File: src/i2cbs_pkg.sv
// i2cbs_pkg: command codes, sequencer state and result types, sequence lengths
// for the I2C master bit sequencer. No dependencies.
`default_nettype none

package i2cbs_pkg;

  localparam logic [2:0] MODE_START = 3'd0;
  localparam logic [2:0] MODE_STOP  = 3'd1;
  localparam logic [2:0] MODE_WRITE = 3'd2;
  localparam logic [2:0] MODE_READ  = 3'd3;
  localparam logic [2:0] MODE_RACK  = 3'd4;
  localparam logic [2:0] MODE_SACK  = 3'd5;

  localparam logic [1:0] PHASE_LAST = 2'd2;

  typedef struct packed {
    logic [2:0] active_mode;
    logic [4:0] step_count;
    logic [1:0] phase;
    logic       running;
    logic [7:0] shift_data;
    logic       ack_store;
    logic       scl_drive;
    logic       sda_drive;
  } seq_state_t;

  typedef struct packed {
    logic       scl_level;
    logic       sda_level;
    logic       busy_res;
    logic       done_res;
    logic [7:0] rx_byte;
    logic       ack_seen;
  } step_result_t;

  function automatic logic [4:0] seq_len(input logic [2:0] m);
    logic [4:0] len;
    unique case (m)
      MODE_START: len = 5'd4;
      MODE_STOP:  len = 5'd3;
      MODE_WRITE: len = 5'd24;
      MODE_READ:  len = 5'd25;
      MODE_RACK:  len = 5'd4;
      MODE_SACK:  len = 5'd3;
      default:    len = 5'd1;
    endcase
    return len;
  endfunction

endpackage

`default_nettype wire

File: src/i2cbs_step.sv
// i2cbs_step: next-state and result logic for one bus step.
// Depends on i2cbs_pkg.
`default_nettype none

module i2cbs_step (
  input  var i2cbs_pkg::seq_state_t   cur,
  input  wire logic                   cmd_valid,
  input  wire logic [2:0]             mode,
  input  wire logic [7:0]             tx_byte,
  input  wire logic                   ack_level,
  input  wire logic                   sda_sampled,
  output i2cbs_pkg::seq_state_t       nxt,
  output i2cbs_pkg::step_result_t     res
);
  import i2cbs_pkg::*;

  seq_state_t st;
  logic [4:0] s;
  logic [1:0] ph;
  logic [5:0] s_inc;
  logic       busy;
  logic       done;
  logic [7:0] rx;

  always_comb begin
    st    = cur;
    busy  = 1'b0;
    done  = 1'b0;
    rx    = 8'd0;
    s     = 5'd0;
    ph    = 2'd0;
    s_inc = 6'd0;

    if (!cur.running && cmd_valid && (mode <= MODE_SACK)) begin
      st.active_mode = mode;
      st.step_count  = 5'd0;
      st.phase       = 2'd0;
      st.running     = 1'b1;
      if (mode == MODE_WRITE) begin
        st.shift_data = tx_byte;
      end else if (mode == MODE_READ) begin
        st.shift_data = 8'd0;
      end
    end

    if (st.running) begin
      s     = st.step_count;
      ph    = st.phase;
      busy  = 1'b1;
      s_inc = {1'b0, s} + 6'd1;
      st.phase = (ph == PHASE_LAST) ? 2'd0 : ph + 2'd1;
      unique case (st.active_mode)
        MODE_START: begin
          if (s == 5'd0) st.scl_drive = 1'b1;
          else if (s == 5'd1) st.sda_drive = 1'b1;
          else if (s == 5'd2) st.sda_drive = 1'b0;
          else st.scl_drive = 1'b0;
        end
        MODE_STOP: begin
          if (s == 5'd0) st.sda_drive = 1'b0;
          else if (s == 5'd1) st.scl_drive = 1'b1;
          else st.sda_drive = 1'b1;
        end
        MODE_WRITE: begin
          // MSB goes out on phase 0, data shifts left after the clock pulse
          if (ph == 2'd0) st.sda_drive = st.shift_data[7];
          else if (ph == 2'd1) st.scl_drive = 1'b1;
          else begin
            st.scl_drive  = 1'b0;
            st.shift_data = {st.shift_data[6:0], 1'b0};
          end
        end
        MODE_READ: begin
          if (s == 5'd0) begin
            st.sda_drive = 1'b1;
            st.phase     = 2'd0;
          end else if (ph == 2'd0) st.scl_drive = 1'b1;
          else if (ph == 2'd1) st.shift_data = {st.shift_data[6:0], sda_sampled};
          else st.scl_drive = 1'b0;
        end
        MODE_RACK: begin
          if (s == 5'd0) st.sda_drive = 1'b1;
          else if (s == 5'd1) st.scl_drive = 1'b1;
          else if (s == 5'd2) st.ack_store = sda_sampled;
          else st.scl_drive = 1'b0;
        end
        default: begin
          if (s == 5'd0) st.sda_drive = ack_level;
          else if (s == 5'd1) st.scl_drive = 1'b1;
          else st.scl_drive = 1'b0;
        end
      endcase

      if (s_inc >= {1'b0, seq_len(st.active_mode)}) begin
        done          = 1'b1;
        if (st.active_mode == MODE_READ) rx = st.shift_data;
        st.running    = 1'b0;
        st.step_count = 5'd0;
      end else begin
        st.step_count = s_inc[4:0];
      end
    end

    nxt           = st;
    res.scl_level = st.scl_drive;
    res.sda_level = st.sda_drive;
    res.busy_res  = busy;
    res.done_res  = done;
    res.rx_byte   = rx;
    res.ack_seen  = st.ack_store;
  end

endmodule

`default_nettype wire

File: src/i2c_master_bit_sequencer.sv
// i2c_master_bit_sequencer: I2C master that drives SCL and open-drain SDA one
// bus step per input word. Depends on i2cbs_pkg and i2cbs_step.
//
// Usage: each input word is one bus step (one delay slot). It carries an
// optional command (cmd_valid, mode, tx_byte, ack_level) and the SDA level
// sampled during the step. Each accepted word yields exactly one result word
// with the SCL/SDA levels to drive, busy/done flags, the received byte on the
// final step of a read, and the last acknowledge level seen.
// Channels: in_valid/in_stall and out_valid/out_stall; a word moves at a
// clock edge with valid high and stall low.
// Registers: input register, then result register; an accepted word moves on
// into the result register once that is free, setting out_valid. Throughput:
// one word per cycle while no stalled result holds the result register.
// A stalled result holds; the input register keeps one word and in_stall
// rises only when both registers are full.
// Reset (rst, synchronous): idle, SCL and SDA drive state released high, stored
// ack 1, no result pending. Commands offered while a sequence runs are ignored.
`default_nettype none

module i2c_master_bit_sequencer (
  input  wire logic       clk,
  input  wire logic       rst,
  input  wire logic       in_valid,
  output logic            in_stall,
  input  wire logic       cmd_valid,
  input  wire logic [2:0] mode,
  input  wire logic [7:0] tx_byte,
  input  wire logic       ack_level,
  input  wire logic       sda_sampled,
  output logic            out_valid,
  input  wire logic       out_stall,
  output logic            scl_level,
  output logic            sda_level,
  output logic            busy_res,
  output logic            done_res,
  output logic [7:0]      rx_byte,
  output logic            ack_seen
);
  import i2cbs_pkg::*;

  logic         in_q_valid;
  logic         cmd_valid_q;
  logic [2:0]   mode_q;
  logic [7:0]   tx_byte_q;
  logic         ack_level_q;
  logic         sda_sampled_q;
  seq_state_t   state;
  seq_state_t   state_next;
  step_result_t res_next;
  logic         out_free;
  logic         fire;

  assign out_free = !out_valid || !out_stall;
  assign in_stall = in_q_valid && !out_free;
  assign fire     = in_q_valid && out_free;

  i2cbs_step u_step (
    .cur         (state),
    .cmd_valid   (cmd_valid_q),
    .mode        (mode_q),
    .tx_byte     (tx_byte_q),
    .ack_level   (ack_level_q),
    .sda_sampled (sda_sampled_q),
    .nxt         (state_next),
    .res         (res_next)
  );

  always_ff @(posedge clk) begin
    if (rst) begin
      in_q_valid <= 1'b0;
    end else if (!in_stall) begin
      in_q_valid <= in_valid;
    end
  end

  always_ff @(posedge clk) begin
    if (in_valid && !in_stall) begin
      cmd_valid_q   <= cmd_valid;
      mode_q        <= mode;
      tx_byte_q     <= tx_byte;
      ack_level_q   <= ack_level;
      sda_sampled_q <= sda_sampled;
    end
  end

  always_ff @(posedge clk) begin
    if (rst) begin
      state.active_mode <= MODE_START;
      state.step_count  <= 5'd0;
      state.phase       <= 2'd0;
      state.running     <= 1'b0;
      state.shift_data  <= 8'd0;
      state.ack_store   <= 1'b1;
      state.scl_drive   <= 1'b1;
      state.sda_drive   <= 1'b1;
      out_valid         <= 1'b0;
    end else if (fire) begin
      state     <= state_next;
      out_valid <= 1'b1;
    end else if (out_free) begin
      out_valid <= 1'b0;
    end
  end

  always_ff @(posedge clk) begin
    if (fire) begin
      scl_level <= res_next.scl_level;
      sda_level <= res_next.sda_level;
      busy_res  <= res_next.busy_res;
      done_res  <= res_next.done_res;
      rx_byte   <= res_next.rx_byte;
      ack_seen  <= res_next.ack_seen;
    end
  end

endmodule

`default_nettype wire

File: config.mk
export PLATFORM = sky130hd
export DESIGN_NAME = i2c_master_bit_sequencer
export DESIGN_NICKNAME = d
export VERILOG_FILES = /design/src/i2cbs_pkg.sv /design/src/i2cbs_step.sv /design/src/i2c_master_bit_sequencer.sv
export SDC_FILE = /design/constraint.sdc
export NUM_CORES = 1
export LEC_CHECK = 0
export BUFFER_PORTS_ARGS = -buffer_cell sky130_fd_sc_hd__buf_2
export CAP_MARGIN = 15
export CORE_UTILIZATION = 56
export CTS_CLUSTER_DIAMETER = 30
export DETAILED_ROUTE_END_ITERATION = 6
export PLACE_DENSITY = 0.8
export SETUP_SLACK_MARGIN = 0.15
export SLEW_MARGIN = 20
export SYNTH_ARGS = -nofsm -noshare
export SYNTH_HDL_FRONTEND = slang
export SYNTH_SLANG_ARGS = --single-unit
File: constraint.sdc
create_clock -name clk -period 5.15 [get_ports clk]
set_clock_uncertainty 0.1 [all_clocks]
set_input_delay 0.2575 -clock clk [delete_from_list [all_inputs] [get_ports clk]]
set_output_delay 0.2575 -clock clk [all_outputs]
set_load 0.005 [all_outputs]
==> out/qor.json, run 1 <==
{
  "post-synth-top-area-fraction": {"value": 0.268},
  "floorplan.die_area": {"value": 5700, "unit": "µm²"},
  "clock_path_buffers": {"value": 2},
  "crit_required": {"value": 5.23, "unit": "ns"},
  "finalWeightedCongestion": {"value": 1.05},
  "power.net_switching": {"value": 230, "unit": "µW"},
  "vias_per_cell": {"value": 6.33},
  "synthDominantAreaCellType": {"value": "sky130_fd_sc_hd__edfxtp_1"},
  "fmaxAchievable": {"value": 0.266, "unit": "GHz"},
  "post_route_cell_area": {"value": 3310, "unit": "µm²"},
  "timing.max_slew.rel_slack": {"value": 0.479},
  "dp.final_hpwl": {"value": 5670, "unit": "µm"},
  "endpoint_kind": {"value": "flop"},
  "drt_iter0_drc": {"value": 293},
  "nets": {"value": 388},
  "fillers": {"value": 473},
  "grt_setup_unrepaired": {"value": "no"},
  "port-buffer-count": {"value": 32},
  "clk_pin_slew_worst_paths": {"value": 0.09, "unit": "ns"},
  "asyncSetResetFlopFracSynth": {"value": 0},
  "fin_tns_setup": {"value": 0, "unit": "ns"},
  "power_per_cell_area": {"value": 246, "unit": "nW/µm²"},
  "whs_path_depth": {"value": 1},
  "global_route_wire_length_before_repair": {"value": 12200, "unit": "µm"},
  "synth_enable_flop_cells": {"value": 27},
  "crit_fanout": {"value": 9},
  "min_delay_worst_endpoint": {"value": "mode_q[2]"},
  "cellLeakagePower": {"value": 1.25, "unit": "nW"},
  "grt_max_degree": {"value": 23},
  "dr.pass1.iters": {"value": 5},
  "outcome": {"value": "complete, no violations"},
  "average_cell_area_after_synthesis": {"value": 9.09, "unit": "µm²"},
  "antenna_violating_nets_post_route": {"value": 0},
  "clock_power_share": {"value": 0.279},
  "num_cts_buffers": {"value": 5},
  "postRouteWirelength": {"value": 7560, "unit": "µm"},
  "power_report.internal_total": {"value": 585, "unit": "µW"},
  "num_antenna_cells": {"value": 0},
  "share_comb_of_total_power": {"value": 0.157},
  "power.total": {"value": 814, "unit": "µW"},
  "min-delay-path-class": {"value": "in2reg"},
  "synth_nets": {"value": 360},
  "core_area": {"value": 5140, "unit": "µm²"},
  "worst_ir_drop_vdd": {"value": 194, "unit": "µV"},
  "clkSinkCount": {"value": 51},
  "worstReg2RegStart": {"value": "cmd_valid_q"},
  "place.detailed.instances": {"value": 424},
  "drv.max_cap_violation_count": {"value": 0},
  "reg2reg_setup_slack": {"value": 1.39, "unit": "ns"},
  "setup_viol_count_final": {"value": 0},
  "synth-seq-area-share": {"value": 0.427},
  "proportion_of_total_power_due_to_net_switching": {"value": 0.282},
  "die_h": {"value": 75.5, "unit": "µm"},
  "transition_at_the_pin_with_the_smallest_max_transition_slack": {"value": 0.776, "unit": "ns"},
  "ys.flop_type": {"value": "sky130_fd_sc_hd__edfxtp_1"},
  "gr-total-overflow": {"value": 0},
  "drc": {"value": 0},
  "timing.setup.critical_path_class": {"value": "reg2reg"},
  "synth_seq_cells": {"value": 51},
  "post_dp_cell_area": {"value": 3220, "unit": "µm²"},
  "slew_violations": {"value": 0},
  "starting_density": {"value": 0.589},
  "area_growth": {"value": 9.47, "unit": "%"},
  "ioPinCount": {"value": 33},
  "cts_root_buf": {"value": "sky130_fd_sc_hd__clkbuf_8"},
  "seqPwrFrac": {"value": 0.564},
  "cp-start-kind": {"value": "flop"},
  "cells_on_worst_reg2reg_path": {"value": 13},
  "timing.hold.worst.start": {"value": "mode[2]"},
  "layoutNonFillerInstCount": {"value": 432},
  "worst_ep_arrival_time": {"value": 3.84, "unit": "ns"},
  "antenna_violations_before_repair": {"value": 0},
  "rr_endpoint": {"value": "rx_byte[1]"},
  "synth.top_cells.by_area": {"value": "sky130_fd_sc_hd__edfxtp_1 27%, sky130_fd_sc_hd__dfxtp_1 16%, sky130_fd_sc_hd__nor2_1 4.7%"},
  "drive_above_1_share": {"value": 0.144},
  "tritoncts_clock_tree": {"value": "yes"},
  "cts_resized": {"value": 0},
  "post_drt_wl_per_cell": {"value": 17.5, "unit": "µm"},
  "timing.final.crit_period": {"value": 3.76, "unit": "ns"},
  "grt.total_usage": {"value": 0.290},
  "postLayoutCoreUtil": {"value": 0.644},
  "post_cts_hold_buffer_count": {"value": 0},
  "fin_crit_sh": {"value": 0.730},
  "yosysWarningCount": {"value": 0},
  "cts_htree_levels": {"value": 2},
  "timing_hold_violations_final": {"value": 0},
  "netlist-cell-type-count": {"value": 67},
  "num_rows": {"value": 26},
  "post_syn_instances": {"value": 333},
  "synthesis.area": {"value": 3030, "unit": "µm²"},
  "post_cts.repair.setup_buffers": {"value": 0},
  "grt_pass1_vias": {"value": 2398},
  "place_worst_setup_slack": {"value": 1.47, "unit": "ns"},
  "die_width": {"value": 75.5, "unit": "µm"},
  "num_vias": {"value": 2734},
  "hold_ws": {"value": 0.0175, "unit": "ns"},
  "final_critical_path_setup_slack": {"value": 1.39, "unit": "ns"},
  "clock_latency": {"value": 0.31, "unit": "ns"}
}
-- critical path, stage by stage, from the launching register on --
cell and delay, ns:
sky130_fd_sc_hd__edfxtp_1 0.44, sky130_fd_sc_hd__nor2b_1 0.50, sky130_fd_sc_hd__nand2_1 0.37, sky130_fd_sc_hd__nand2_1 0.25
sky130_fd_sc_hd__inv_1 0.10, sky130_fd_sc_hd__ha_1 0.23, sky130_fd_sc_hd__nand3_1 0.10, sky130_fd_sc_hd__xor2_1 0.15
sky130_fd_sc_hd__nor2_1 0.07, sky130_fd_sc_hd__ha_1 0.29, sky130_fd_sc_hd__o21ai_0 0.07, sky130_fd_sc_hd__o21a_1 0.19
sky130_fd_sc_hd__or3_1 0.48, sky130_fd_sc_hd__o21ba_1 0.28
-- worst max-delay path by stage --
stage                           start         end  cells after the start
after global placement    cmd_valid_q  rx_byte[7]                     10
after CTS                 cmd_valid_q  rx_byte[1]                     13
after floorplan           cmd_valid_q  rx_byte[1]                     15
after detailed placement  cmd_valid_q  rx_byte[1]                     13
final                     cmd_valid_q  rx_byte[1]                     13
after global routing      cmd_valid_q   sda_level                     10
-- cell families after synthesis --
| family | after synthesis | share of synthesized area |
|---|---|---|
| multiplexers | 12 | 0.0443 |
| XOR/XNOR | 4 | 0.0116 |
| flip-flops | 51 | 0.427 |
| adder cells (fa/ha/maj) | 9 | 0.0372 |
| buffers and inverters | 21 | 0.0298 |
| AO/OA/AOI/OAI | 105 | 0.237 |
| AND/OR/NAND/NOR | 131 | 0.214 |
-- synth_stat cells (3+ instances only) --
library cell	n
sky130_fd_sc_hd__dfxtp_1	24
sky130_fd_sc_hd__a2111oi_0	3
sky130_fd_sc_hd__and3_1	3
sky130_fd_sc_hd__buf_2	3
sky130_fd_sc_hd__a211oi_1	9
sky130_fd_sc_hd__nand2b_1	4
sky130_fd_sc_hd__mux2i_1	7
sky130_fd_sc_hd__and2_1	3
sky130_fd_sc_hd__a21oi_1	23
sky130_fd_sc_hd__nor3_1	9
sky130_fd_sc_hd__o21a_1	3
sky130_fd_sc_hd__o21ai_1	9
sky130_fd_sc_hd__clkbuf_1	6
sky130_fd_sc_hd__nand3_1	10
sky130_fd_sc_hd__edfxtp_1	27
sky130_fd_sc_hd__a22o_1	5
sky130_fd_sc_hd__nor2b_1	12
sky130_fd_sc_hd__o31ai_1	3
sky130_fd_sc_hd__nor2_1	38
sky130_fd_sc_hd__o211ai_1	5
sky130_fd_sc_hd__nand2_1	36
sky130_fd_sc_hd__ha_1	9
sky130_fd_sc_hd__a21o_1	4
sky130_fd_sc_hd__inv_1	7
sky130_fd_sc_hd__a31oi_1	6
sky130_fd_sc_hd__or3_1	4
sky130_fd_sc_hd__o21ai_0	10
-- sequential cells by signal (all words and copies together), names as in the netlist, 3 cells and up --
name       cells
rx_byte        8
tx_byte_q      8
state         22
mode_q         3
-- metal layers --
metal,vias up,global-route usage,routed length (µm)
met1,1220,0.410,3320
met5,-,0,0
met3,21,0.0701,793
met2,185,0.432,3220
li1,1308,-,-
met4,0,0.107,223
-- final cells by class --
| class | instances | area [µm²] | area share |
|---|---|---|---|
| inverter | 10 | 37.5 | 0.0113 |
| sequential | 51 | 1290 | 0.390 |
| multi-input combinational | 261 | 1650 | 0.497 |
| timing repair buffer | 32 | 160 | 0.0484 |
| clock buffer | 5 | 68.8 | 0.0208 |
| clock inverter | 3 | 20.0 | 0.00604 |
| tap | 70 | 87.6 | 0.0264 |
-- power groups by stage --
| stage | registers, mW | clock network [mW] | logic (mW) |
|---|---|---|---|
| final | 0.459 | 0.227 | 0.128 |
| after global routing | 0.461 | 0.247 | 0.141 |
| after CTS | 0.459 | 0.232 | 0.125 |
| after detailed placement | 0.468 | 0 | 0.124 |
| after global placement | 0.467 | 0 | 0.125 |
| after floorplan | 0.463 | 0 | 0.0900 |
-- layout by cell type (no fill, tap or decap), types with 6 or more instances in the layout --
master	count
sky130_fd_sc_hd__nor2_1	38
sky130_fd_sc_hd__nand2_1	36
sky130_fd_sc_hd__buf_2	32
sky130_fd_sc_hd__edfxtp_1	27
sky130_fd_sc_hd__dfxtp_1	24
sky130_fd_sc_hd__a21oi_1	23
sky130_fd_sc_hd__nor2b_1	11
sky130_fd_sc_hd__o21ai_0	10
sky130_fd_sc_hd__nand3_1	10
sky130_fd_sc_hd__nor3_1	9
sky130_fd_sc_hd__o21ai_1	9
sky130_fd_sc_hd__a211oi_1	9
sky130_fd_sc_hd__ha_1	9
sky130_fd_sc_hd__inv_1	7
sky130_fd_sc_hd__mux2i_1	7
sky130_fd_sc_hd__a31oi_1	6
No activity file was read; power rests on OpenSTA's default activity.
==> inputs of run 2 (changes only) <==
ABC_AREA = 1   (was not set)
PLACE_DENSITY = 0.79   (was 0.8)
clock period = 3.7 ns   (was 5.15 ns; I/O delays follow)
==> run 2 against run 1 <==
Synthesized cell count grew 36%. Non-clock buffer count grew 16. Synthesized area grew 5.7%. Largest power group unchanged.
==> out/qor.json, run 2 <==
{
  "outcome": {"value": "complete, no violations"},
  "tritoncts_clock_tree": {"value": "yes"},
  "post_route_cell_area": {"value": 3670, "unit": "µm²", "change": "+11%"},
  "synth_seq_cells": {"value": 51, "change": "unchanged"},
  "synthDominantAreaCellType": {"value": "sky130_fd_sc_hd__edfxtp_1"},
  "cellLeakagePower": {"value": 1.79, "unit": "nW", "change": "+43%"},
  "gr-total-overflow": {"value": 0, "change": "unchanged"},
  "yosysWarningCount": {"value": 0, "change": "unchanged"},
  "place.detailed.instances": {"value": 550, "change": "+30%"},
  "cells_on_worst_reg2reg_path": {"value": 19, "change": "+6"},
  "largest_registers": {"value": "state: 22 flops, rx_byte: 8 flops, tx_byte_q: 8 flops"},
  "fillers": {"value": 483, "change": "+2.1%"},
  "cp_top_family": {"value": "simple AND/OR/NAND/NOR gates"},
  "largest_register_ff_count": {"value": 22, "change": "unchanged"},
  "dr.pass1.iters": {"value": 6, "change": "+1"},
  "area_growth": {"value": 14.9, "unit": "%"},
  "synthesis.area": {"value": 3200, "unit": "µm²", "change": "+5.7%"},
  "grt_pass1_vias": {"value": 2808, "change": "+17%"},
  "min-delay-path-class": {"value": "in2reg"},
  "synth_nets": {"value": 481, "change": "+34%"},
  "drv.max_cap_violation_count": {"value": 0, "change": "unchanged"},
  "fin_crit_sh": {"value": 0.829, "change": "+0.0991"},
  "post_drt_wl_per_cell": {"value": 13.6, "unit": "µm", "change": "-22%"},
  "asyncSetResetFlopFracSynth": {"value": 0, "change": "unchanged"},
  "timing.final.crit_period": {"value": 3.07, "unit": "ns", "change": "-0.691 ns"},
  "crit_cells": {"value": 19, "change": "+6"},
  "top_register": {"value": "state"},
  "seqPwrFrac": {"value": 0.488, "change": "-0.076"},
  "multi_input_area": {"value": 1600, "unit": "µm²", "change": "-3.1%"},
  "grt.total_usage": {"value": 0.272, "change": "-0.0184"},
  "finalWeightedCongestion": {"value": 0.919, "change": "-12%"},
  "critical_path.most_common_cell": {"value": "sky130_fd_sc_hd__nand2_1"},
  "cts_htree_levels": {"value": 2, "change": "unchanged"},
  "drive_above_1_share": {"value": 0.116, "change": "-0.0276"},
  "postRouteWirelength": {"value": 7760, "unit": "µm", "change": "+2.7%"},
  "ys.flop_type": {"value": "sky130_fd_sc_hd__edfxtp_1"},
  "num_antenna_cells": {"value": 0, "change": "unchanged"},
  "die_width": {"value": 77.6, "unit": "µm", "change": "+2.7%"},
  "cell_types_with_the_highest_counts_after_synthesis": {"value": "152 x sky130_fd_sc_hd__nand2_1, 65 x sky130_fd_sc_hd__inv_1, 50 x sky130_fd_sc_hd__nand3_1"},
  "post_syn_instances": {"value": 454, "change": "+36%"},
  "drt_iter0_drc": {"value": 257, "change": "-12%"},
  "clock_path_buffers": {"value": 2, "change": "unchanged"},
  "synth_enable_flop_cells": {"value": 27, "change": "unchanged"},
  "fmaxAchievable": {"value": 0.326, "unit": "GHz", "change": "+23%"},
  "clock_latency": {"value": 0.31, "unit": "ns", "change": "about the same"},
  "num_vias": {"value": 3169, "change": "+16%"},
  "critical_path.n_buffers_inverters": {"value": 5, "change": "+4"},
  "proportion_of_total_power_due_to_net_switching": {"value": 0.277, "change": "-0.00513"},
  "clock_power_share": {"value": 0.329, "change": "+0.050"},
  "drc": {"value": 0, "change": "unchanged"},
  "post_dp_cell_area": {"value": 3400, "unit": "µm²", "change": "+5.7%"},
  "transition_at_the_pin_with_the_smallest_max_transition_slack": {"value": 0.613, "unit": "ns", "change": "-0.163 ns"},
  "power.net_switching": {"value": 365, "unit": "µW", "change": "+59%"},
  "nets": {"value": 526, "change": "+36%"},
  "clk_pin_slew_worst_paths": {"value": 0.09, "unit": "ns", "change": "about the same"},
  "worst_ir_drop_vdd": {"value": 221, "unit": "µV", "change": "+14%"},
  "share_comb_of_total_power": {"value": 0.183, "change": "+0.026"},
  "antenna_violating_nets_post_route": {"value": 0, "change": "unchanged"},
  "place_worst_setup_slack": {"value": 0.684, "unit": "ns", "change": "-0.791 ns"},
  "grt_setup_unrepaired": {"value": "no"},
  "crit_fanout": {"value": 5, "change": "-4"},
  "fin_tns_setup": {"value": 0, "unit": "ns", "change": "unchanged"},
  "register_area": {"value": 1290, "unit": "µm²", "change": "unchanged"},
  "antenna_violations_before_repair": {"value": 0, "change": "unchanged"},
  "grt_max_degree": {"value": 32, "change": "+39%"},
  "slew_violations": {"value": 0, "change": "unchanged"},
  "floorplan.die_area": {"value": 6010, "unit": "µm²", "change": "+5.5%"},
  "whs_path_depth": {"value": 3, "change": "+2"},
  "timing.setup.critical_path_class": {"value": "reg2reg"},
  "core_area": {"value": 5510, "unit": "µm²", "change": "+7.1%"},
  "post-synth-top-area-fraction": {"value": 0.254, "change": "-0.0144"},
  "starting_density": {"value": 0.581, "change": "-0.00806"},
  "crit_required": {"value": 3.68, "unit": "ns", "change": "-1.55 ns"},
  "netlist-cell-type-count": {"value": 34, "change": "-49%"},
  "most_frequently_used_cell_type_in_the_post_synthesis_netlist": {"value": "sky130_fd_sc_hd__nand2_1"},
  "die_h": {"value": 77.6, "unit": "µm", "change": "+2.7%"},
  "setup_viol_count_final": {"value": 0, "change": "unchanged"},
  "postLayoutCoreUtil": {"value": 0.667, "change": "+0.0225"},
  "global_route_wire_length_before_repair": {"value": 12700, "unit": "µm", "change": "+4.4%"},
  "timing_hold_violations_final": {"value": 0, "change": "unchanged"},
  "crit_path_max_incr_delay": {"value": 0.41, "unit": "ns", "change": "-0.09 ns"},
  "cts_root_buf": {"value": "sky130_fd_sc_hd__clkbuf_8"},
  "hold_ws": {"value": 0.0562, "unit": "ns", "change": "+0.0387 ns"},
  "synth.top_cells.by_area": {"value": "sky130_fd_sc_hd__edfxtp_1 25%, sky130_fd_sc_hd__nand2_1 18%, sky130_fd_sc_hd__dfxtp_1 15%"},
  "port-buffer-count": {"value": 32, "change": "unchanged"},
  "endpoint_kind": {"value": "flop"},
  "average_cell_area_after_synthesis": {"value": 7.04, "unit": "µm²", "change": "-22%"},
  "cp-start-kind": {"value": "flop"},
  "cts_resized": {"value": 0, "change": "unchanged"},
  "dp.final_hpwl": {"value": 5360, "unit": "µm", "change": "-5.4%"},
  "vias_per_cell": {"value": 5.54, "change": "-12%"},
  "post_cts_hold_buffer_count": {"value": 14, "change": "+14"},
  "num_cts_buffers": {"value": 5, "change": "unchanged"},
  "layout_commonest_cell": {"value": "sky130_fd_sc_hd__nand2_1"},
  "layout_common_cells": {"value": "152 x sky130_fd_sc_hd__nand2_1, 65 x sky130_fd_sc_hd__inv_1, 50 x sky130_fd_sc_hd__nand3_1, 32 x sky130_fd_sc_hd__buf_2, 28 x sky130_fd_sc_hd__a21oi_1"},
  "synth-seq-area-share": {"value": 0.404, "change": "-0.0229"},
  "clkSinkCount": {"value": 51, "change": "unchanged"},
  "final_critical_path_setup_slack": {"value": 0.633, "unit": "ns", "change": "-0.759 ns"},
  "power.total": {"value": 1.32, "unit": "mW", "change": "+62%"},
  "ioPinCount": {"value": 33, "change": "unchanged"},
  "num_rows": {"value": 27, "change": "+3.8%"},
  "crit_chain": {"value": "nand2_1 -> nand3_2 -> inv_1 -> nor2_1 -> inv_1 -> ha_1 -> ha_1 -> o21ai_0 -> a21boi_0 -> o21ai_0 -> nand2_1 -> nand2_1 -> nand2_1 -> inv_1 -> nor2_1 -> nand2_1 -> clkinv_2 -> nand2_1 -> inv_1"},
  "power_report.internal_total": {"value": 952, "unit": "µW", "change": "+63%"},
  "post_cts.repair.setup_buffers": {"value": 0, "change": "unchanged"},
  "power_per_cell_area": {"value": 359, "unit": "nW/µm²", "change": "+46%"},
  "timing.critical_path.slowest_stage_cell": {"value": "sky130_fd_sc_hd__edfxtp_1"},
  "worst_ep_arrival_time": {"value": 3.05, "unit": "ns", "change": "-0.79 ns"},
  "timing.max_slew.rel_slack": {"value": 0.591, "change": "+0.111"},
  "layoutNonFillerInstCount": {"value": 572, "change": "+32%"}
}
[run 2: changes by cell type after synthesis, sizes merged, moves of 5 or more]
cell	before	now
a22o	5	0
nand2	36	157
a21oi	24	29
nor2	38	28
a31oi	6	0
nand4	1	14
mux2	5	0
nor2b	12	0
inv	9	66
a211oi	9	0
nor3	10	2
nand3	10	52
mux2i	7	0
[run 2: worst paths after layout]
path | startpoint | endpoint | slack, ns
worst min-delay path | in_valid | in_q_valid | 0.06
worst max register to register | mode_q[1] | rx_byte[3] | 0.63
worst min register to register | state[14] | state[14] | 0.37
worst max-delay path | mode_q[1] | rx_byte[3] | 0.63
[run 2: worst register-to-register path, stage by stage, from the launching register on]
cell                       delay [ns]
sky130_fd_sc_hd__edfxtp_1        0.41
sky130_fd_sc_hd__nand2_1         0.12
sky130_fd_sc_hd__nand3_2         0.09
sky130_fd_sc_hd__inv_1           0.07
sky130_fd_sc_hd__nor2_1          0.28
sky130_fd_sc_hd__inv_1           0.14
sky130_fd_sc_hd__ha_1            0.34
sky130_fd_sc_hd__ha_1            0.29
sky130_fd_sc_hd__o21ai_0         0.07
sky130_fd_sc_hd__a21boi_0        0.09
sky130_fd_sc_hd__o21ai_0         0.14
sky130_fd_sc_hd__nand2_1         0.06
sky130_fd_sc_hd__nand2_1         0.06
sky130_fd_sc_hd__nand2_1         0.07
sky130_fd_sc_hd__inv_1           0.05
sky130_fd_sc_hd__nor2_1          0.04
sky130_fd_sc_hd__nand2_1         0.19
sky130_fd_sc_hd__clkinv_2        0.12
sky130_fd_sc_hd__nand2_1         0.07
sky130_fd_sc_hd__inv_1           0.04
[run 2: power groups by stage]
| stage | sequential, mW | combinational [mW] | clock [mW] |
|---|---|---|---|
| final | 0.643 | 0.241 | 0.433 |
| after global routing | 0.646 | 0.270 | 0.459 |
| after CTS | 0.643 | 0.236 | 0.441 |
| after detailed placement | 0.655 | 0.224 | 0 |
| after global placement | 0.654 | 0.218 | 0 |
| after floorplan | 0.652 | 0.170 | 0 |
[run 2: per-layer routing]
layer	routed length (µm)	vias to the layer above	track usage
met1	3470	1436	0.346
met5	0	-	0
met4	160	0	0.0962
met3	606	18	0.0471
li1	-	1567	-
met2	3530	148	0.462
[run 2: cell type report]
cell class                      instances  area share
Clock buffer                            7      0.0266
Clock inverter                          1     0.00818
Inverter                               67      0.0688
Multi-Input combinational cell        326       0.434
Sequential cell                        51       0.352
Tap cell                               72      0.0245
Timing Repair Buffer                   48      0.0859
[run 2: kinds of logic (layout without fill, tap and decap cells)]
logic type,count (synthesis),in the layout,share of synthesized area
adder cells (fa/ha/maj),9,9,0.0352
AND/OR/NAND/NOR,256,256,0.359
buffers and inverters,77,123,0.0978
XOR/XNOR,3,3,0.00822
AO/OA/AOI/OAI,58,58,0.0963
flip-flops,51,51,0.404
==> inputs of run 3 (changes only) <==
clock period = 2.9 ns   (was 3.7 ns; I/O delays follow)
==> run 3 against run 2 <==
Total power grew 21%. Sequential power grew 27%. Setup slack lost 0.41 ns. Cell count grew 2.6%. Global-route usage grew 0.21 points. Core utilization grew 3.1 points. Clock power shrank 2%. Critical path depth shrank 1. Wire length shrank 0.24%. Critical endpoint is now rx_byte[2].
==> out/qor.json, run 3 (synthesis gave the netlist of run 2 again) <==
{
  "die_h": {"value": 77.6, "unit": "µm", "change": "unchanged"},
  "gr-total-overflow": {"value": 0, "change": "unchanged"},
  "cts_root_buf": {"value": "sky130_fd_sc_hd__clkbuf_8"},
  "clock_path_buffers": {"value": 2, "change": "unchanged"},
  "drv.max_cap_violation_count": {"value": 0, "change": "unchanged"},
  "postRouteWirelength": {"value": 7740, "unit": "µm", "change": "-0.24%"},
  "drive_above_1_share": {"value": 0.181, "change": "+0.0646"},
  "clock_latency": {"value": 0.31, "unit": "ns", "change": "about the same"},
  "clkSinkCount": {"value": 51, "change": "unchanged"},
  "clk_pin_slew_worst_paths": {"value": 0.10, "unit": "ns", "change": "about the same"},
  "postLayoutCoreUtil": {"value": 0.698, "change": "+0.0311"},
  "largest_register_ff_count": {"value": 22, "change": "unchanged"},
  "endpoint_kind": {"value": "flop"},
  "num_rows": {"value": 27, "change": "unchanged"},
  "multi_input_area": {"value": 1670, "unit": "µm²", "change": "+4.9%"},
  "antenna_violating_nets_post_route": {"value": 0, "change": "unchanged"},
  "port-buffer-count": {"value": 32, "change": "unchanged"},
  "dr.pass1.iters": {"value": 5, "change": "-1"},
  "post_drt_wl_per_cell": {"value": 13.2, "unit": "µm", "change": "-2.8%"},
  "cts_htree_levels": {"value": 2, "change": "unchanged"},
  "core_area": {"value": 5510, "unit": "µm²", "change": "unchanged"},
  "tritoncts_clock_tree": {"value": "yes"},
  "grt.total_usage": {"value": 0.274, "change": "+0.00214"},
  "grt_max_degree": {"value": 25, "change": "-22%"},
  "grt_pass1_vias": {"value": 2855, "change": "+1.7%"},
  "top_register": {"value": "state"},
  "worst_ir_drop_vdd": {"value": 342, "unit": "µV", "change": "+54%"},
  "starting_density": {"value": 0.581, "change": "unchanged"},
  "ioPinCount": {"value": 33, "change": "unchanged"},
  "timing.setup.critical_path_class": {"value": "reg2reg"},
  "final_critical_path_setup_slack": {"value": 0.221, "unit": "ns", "change": "-0.413 ns"},
  "num_vias": {"value": 3136, "change": "-1.0%"},
  "drt_iter0_drc": {"value": 254, "change": "-1.2%"},
  "slew_violations": {"value": 0, "change": "unchanged"},
  "timing.final.crit_period": {"value": 2.68, "unit": "ns", "change": "-0.387 ns"},
  "place_worst_setup_slack": {"value": -0.0578, "unit": "ns", "change": "-0.742 ns"},
  "layout_common_cells": {"value": "144 x sky130_fd_sc_hd__nand2_1, 60 x sky130_fd_sc_hd__inv_1, 50 x sky130_fd_sc_hd__nand3_1, 32 x sky130_fd_sc_hd__buf_2, 28 x sky130_fd_sc_hd__a21oi_1"},
  "min-delay-path-class": {"value": "in2reg"},
  "dp.final_hpwl": {"value": 5270, "unit": "µm", "change": "-1.8%"},
  "fillers": {"value": 471, "change": "-2.5%"},
  "floorplan.die_area": {"value": 6010, "unit": "µm²", "change": "unchanged"},
  "fin_crit_sh": {"value": 0.924, "change": "+0.0951"},
  "cp-start-kind": {"value": "flop"},
  "crit_required": {"value": 2.89, "unit": "ns", "change": "-0.79 ns"},
  "finalWeightedCongestion": {"value": 0.931, "change": "+1.4%"},
  "nets": {"value": 541, "change": "+2.9%"},
  "antenna_violations_before_repair": {"value": 0, "change": "unchanged"},
  "num_cts_buffers": {"value": 5, "change": "unchanged"},
  "timing.max_slew.rel_slack": {"value": 0.648, "change": "+0.0573"},
  "largest_registers": {"value": "state: 22 flops, rx_byte: 8 flops, tx_byte_q: 8 flops"},
  "global_route_wire_length_before_repair": {"value": 12900, "unit": "µm", "change": "+1.6%"},
  "worst_ep_arrival_time": {"value": 2.67, "unit": "ns", "change": "-0.38 ns"},
  "timing_hold_violations_final": {"value": 0, "change": "unchanged"},
  "drc": {"value": 0, "change": "unchanged"},
  "setup_viol_count_final": {"value": 0, "change": "unchanged"},
  "num_antenna_cells": {"value": 0, "change": "unchanged"},
  "transition_at_the_pin_with_the_smallest_max_transition_slack": {"value": 0.527, "unit": "ns", "change": "-0.0858 ns"},
  "cellLeakagePower": {"value": 1.84, "unit": "nW", "change": "+3.3%"},
  "crit_fanout": {"value": 5, "change": "unchanged"},
  "die_width": {"value": 77.6, "unit": "µm", "change": "unchanged"},
  "layout_commonest_cell": {"value": "sky130_fd_sc_hd__nand2_1"},
  "area_growth": {"value": 20.2, "unit": "%"},
  "power_per_cell_area": {"value": 415, "unit": "nW/µm²", "change": "+16%"},
  "vias_per_cell": {"value": 5.34, "change": "-3.6%"},
  "register_area": {"value": 1290, "unit": "µm²", "change": "about the same"},
  "grt_setup_unrepaired": {"value": "yes"},
  "fmaxAchievable": {"value": 0.373, "unit": "GHz", "change": "+14%"},
  "outcome": {"value": "complete, no violations"}
}
[run 3: changes by cell type in the layout (fill, tap and decap cells not counted), sizes merged]
cell	before	now
bufinv	1	0
clkbuf	7	5
inv	66	68
clkinv	1	2
dlygate4sd3	14	15
buf	34	48
[run 3: area by class of cell]
class / instances / area share
clock buffer: 5 / 0.0179
inverter: 67 / 0.0667
clock inverter: 3 / 0.00488
sequential: 51 / 0.336
tap: 72 / 0.0234
multi-input combinational: 326 / 0.436
timing repair buffer: 63 / 0.115
[run 3: report_power, final]
part	leakage (nW)	total (mW)	switching [mW]	internal, mW
sequential	0.453	0.819	0.0192	0.800
clock	0.0483	0.424	0.253	0.171
combinational	1.34	0.353	0.219	0.134
total	1.84	1.60	0.491	1.10
[run 3: final timing paths]
kind | from | to | slack (ns) | cells after the start
worst max-delay path | mode_q[1] | rx_byte[2] | 0.22 | 18
worst min-delay path | out_stall | out_valid | 0.04 | 3
worst max register to register | mode_q[1] | rx_byte[2] | 0.22 | 18
worst min register to register | state[9] | state[9] | 0.38 | 2
[run 3: timing repair]
| action | 4_1_cts | 5_1_grt |
|---|---|---|
| gates resized for setup | 10 | 23 |
| endpoints found under the setup margin | 10 | 14 |
| cloned | 0 | 0 |
| hold buffers | 15 | 0 |
| buffers inserted | 1 | 5 |
| hold endpoints to repair | 15 | 0 |
| pin swaps | 0 | 9 |
[run 3: layer usage]
| metal | track usage | vias up | routed length, µm |
|---|---|---|---|
| li1 | - | 1591 | - |
| met1 | 0.362 | 1396 | 3540 |
| met2 | 0.442 | 140 | 3520 |
| met3 | 0.0647 | 9 | 572 |
| met4 | 0.0849 | 0 | 115 |
| met5 | 0 | - | 0 |
[run 3: critical path, cell delays in order, from the launching register on]
cell                       delay (ns)
sky130_fd_sc_hd__edfxtp_1        0.41
sky130_fd_sc_hd__buf_4           0.17
sky130_fd_sc_hd__nand3b_1        0.22
sky130_fd_sc_hd__nand2_1         0.09
sky130_fd_sc_hd__nand2_1         0.07
sky130_fd_sc_hd__o21ai_0         0.16
sky130_fd_sc_hd__ha_1            0.26
sky130_fd_sc_hd__o21ai_1         0.20
sky130_fd_sc_hd__a21boi_2        0.08
sky130_fd_sc_hd__o21ai_1         0.14
sky130_fd_sc_hd__nand2_1         0.06
sky130_fd_sc_hd__nand2_1         0.06
sky130_fd_sc_hd__nand2_1         0.06
sky130_fd_sc_hd__inv_1           0.06
sky130_fd_sc_hd__nor2_2          0.05
sky130_fd_sc_hd__nand2_2         0.11
sky130_fd_sc_hd__inv_4           0.06
sky130_fd_sc_hd__nand2_1         0.05
sky130_fd_sc_hd__inv_1           0.03
[run 3: metrics by stage]
| stage | hold WS (ns) | cell area (µm²) | setup TNS [ns] | total power [mW] | instances |
|---|---|---|---|---|---|
| global route | 0.0726 | 3840 | 0 | 1.66 | 587 |
| global placement | 0.221 | 3460 | 0 | 1.13 | 558 |
| finish | 0.0440 | 3840 | 0 | 1.60 | 587 |
| CTS | 0.0253 | 3730 | 0 | 1.57 | 582 |
| floorplan | 0.144 | 3200 | 0 | 1.05 | 454 |
| detailed placement | 0.223 | 3460 | -0.252 | 1.14 | 558 |
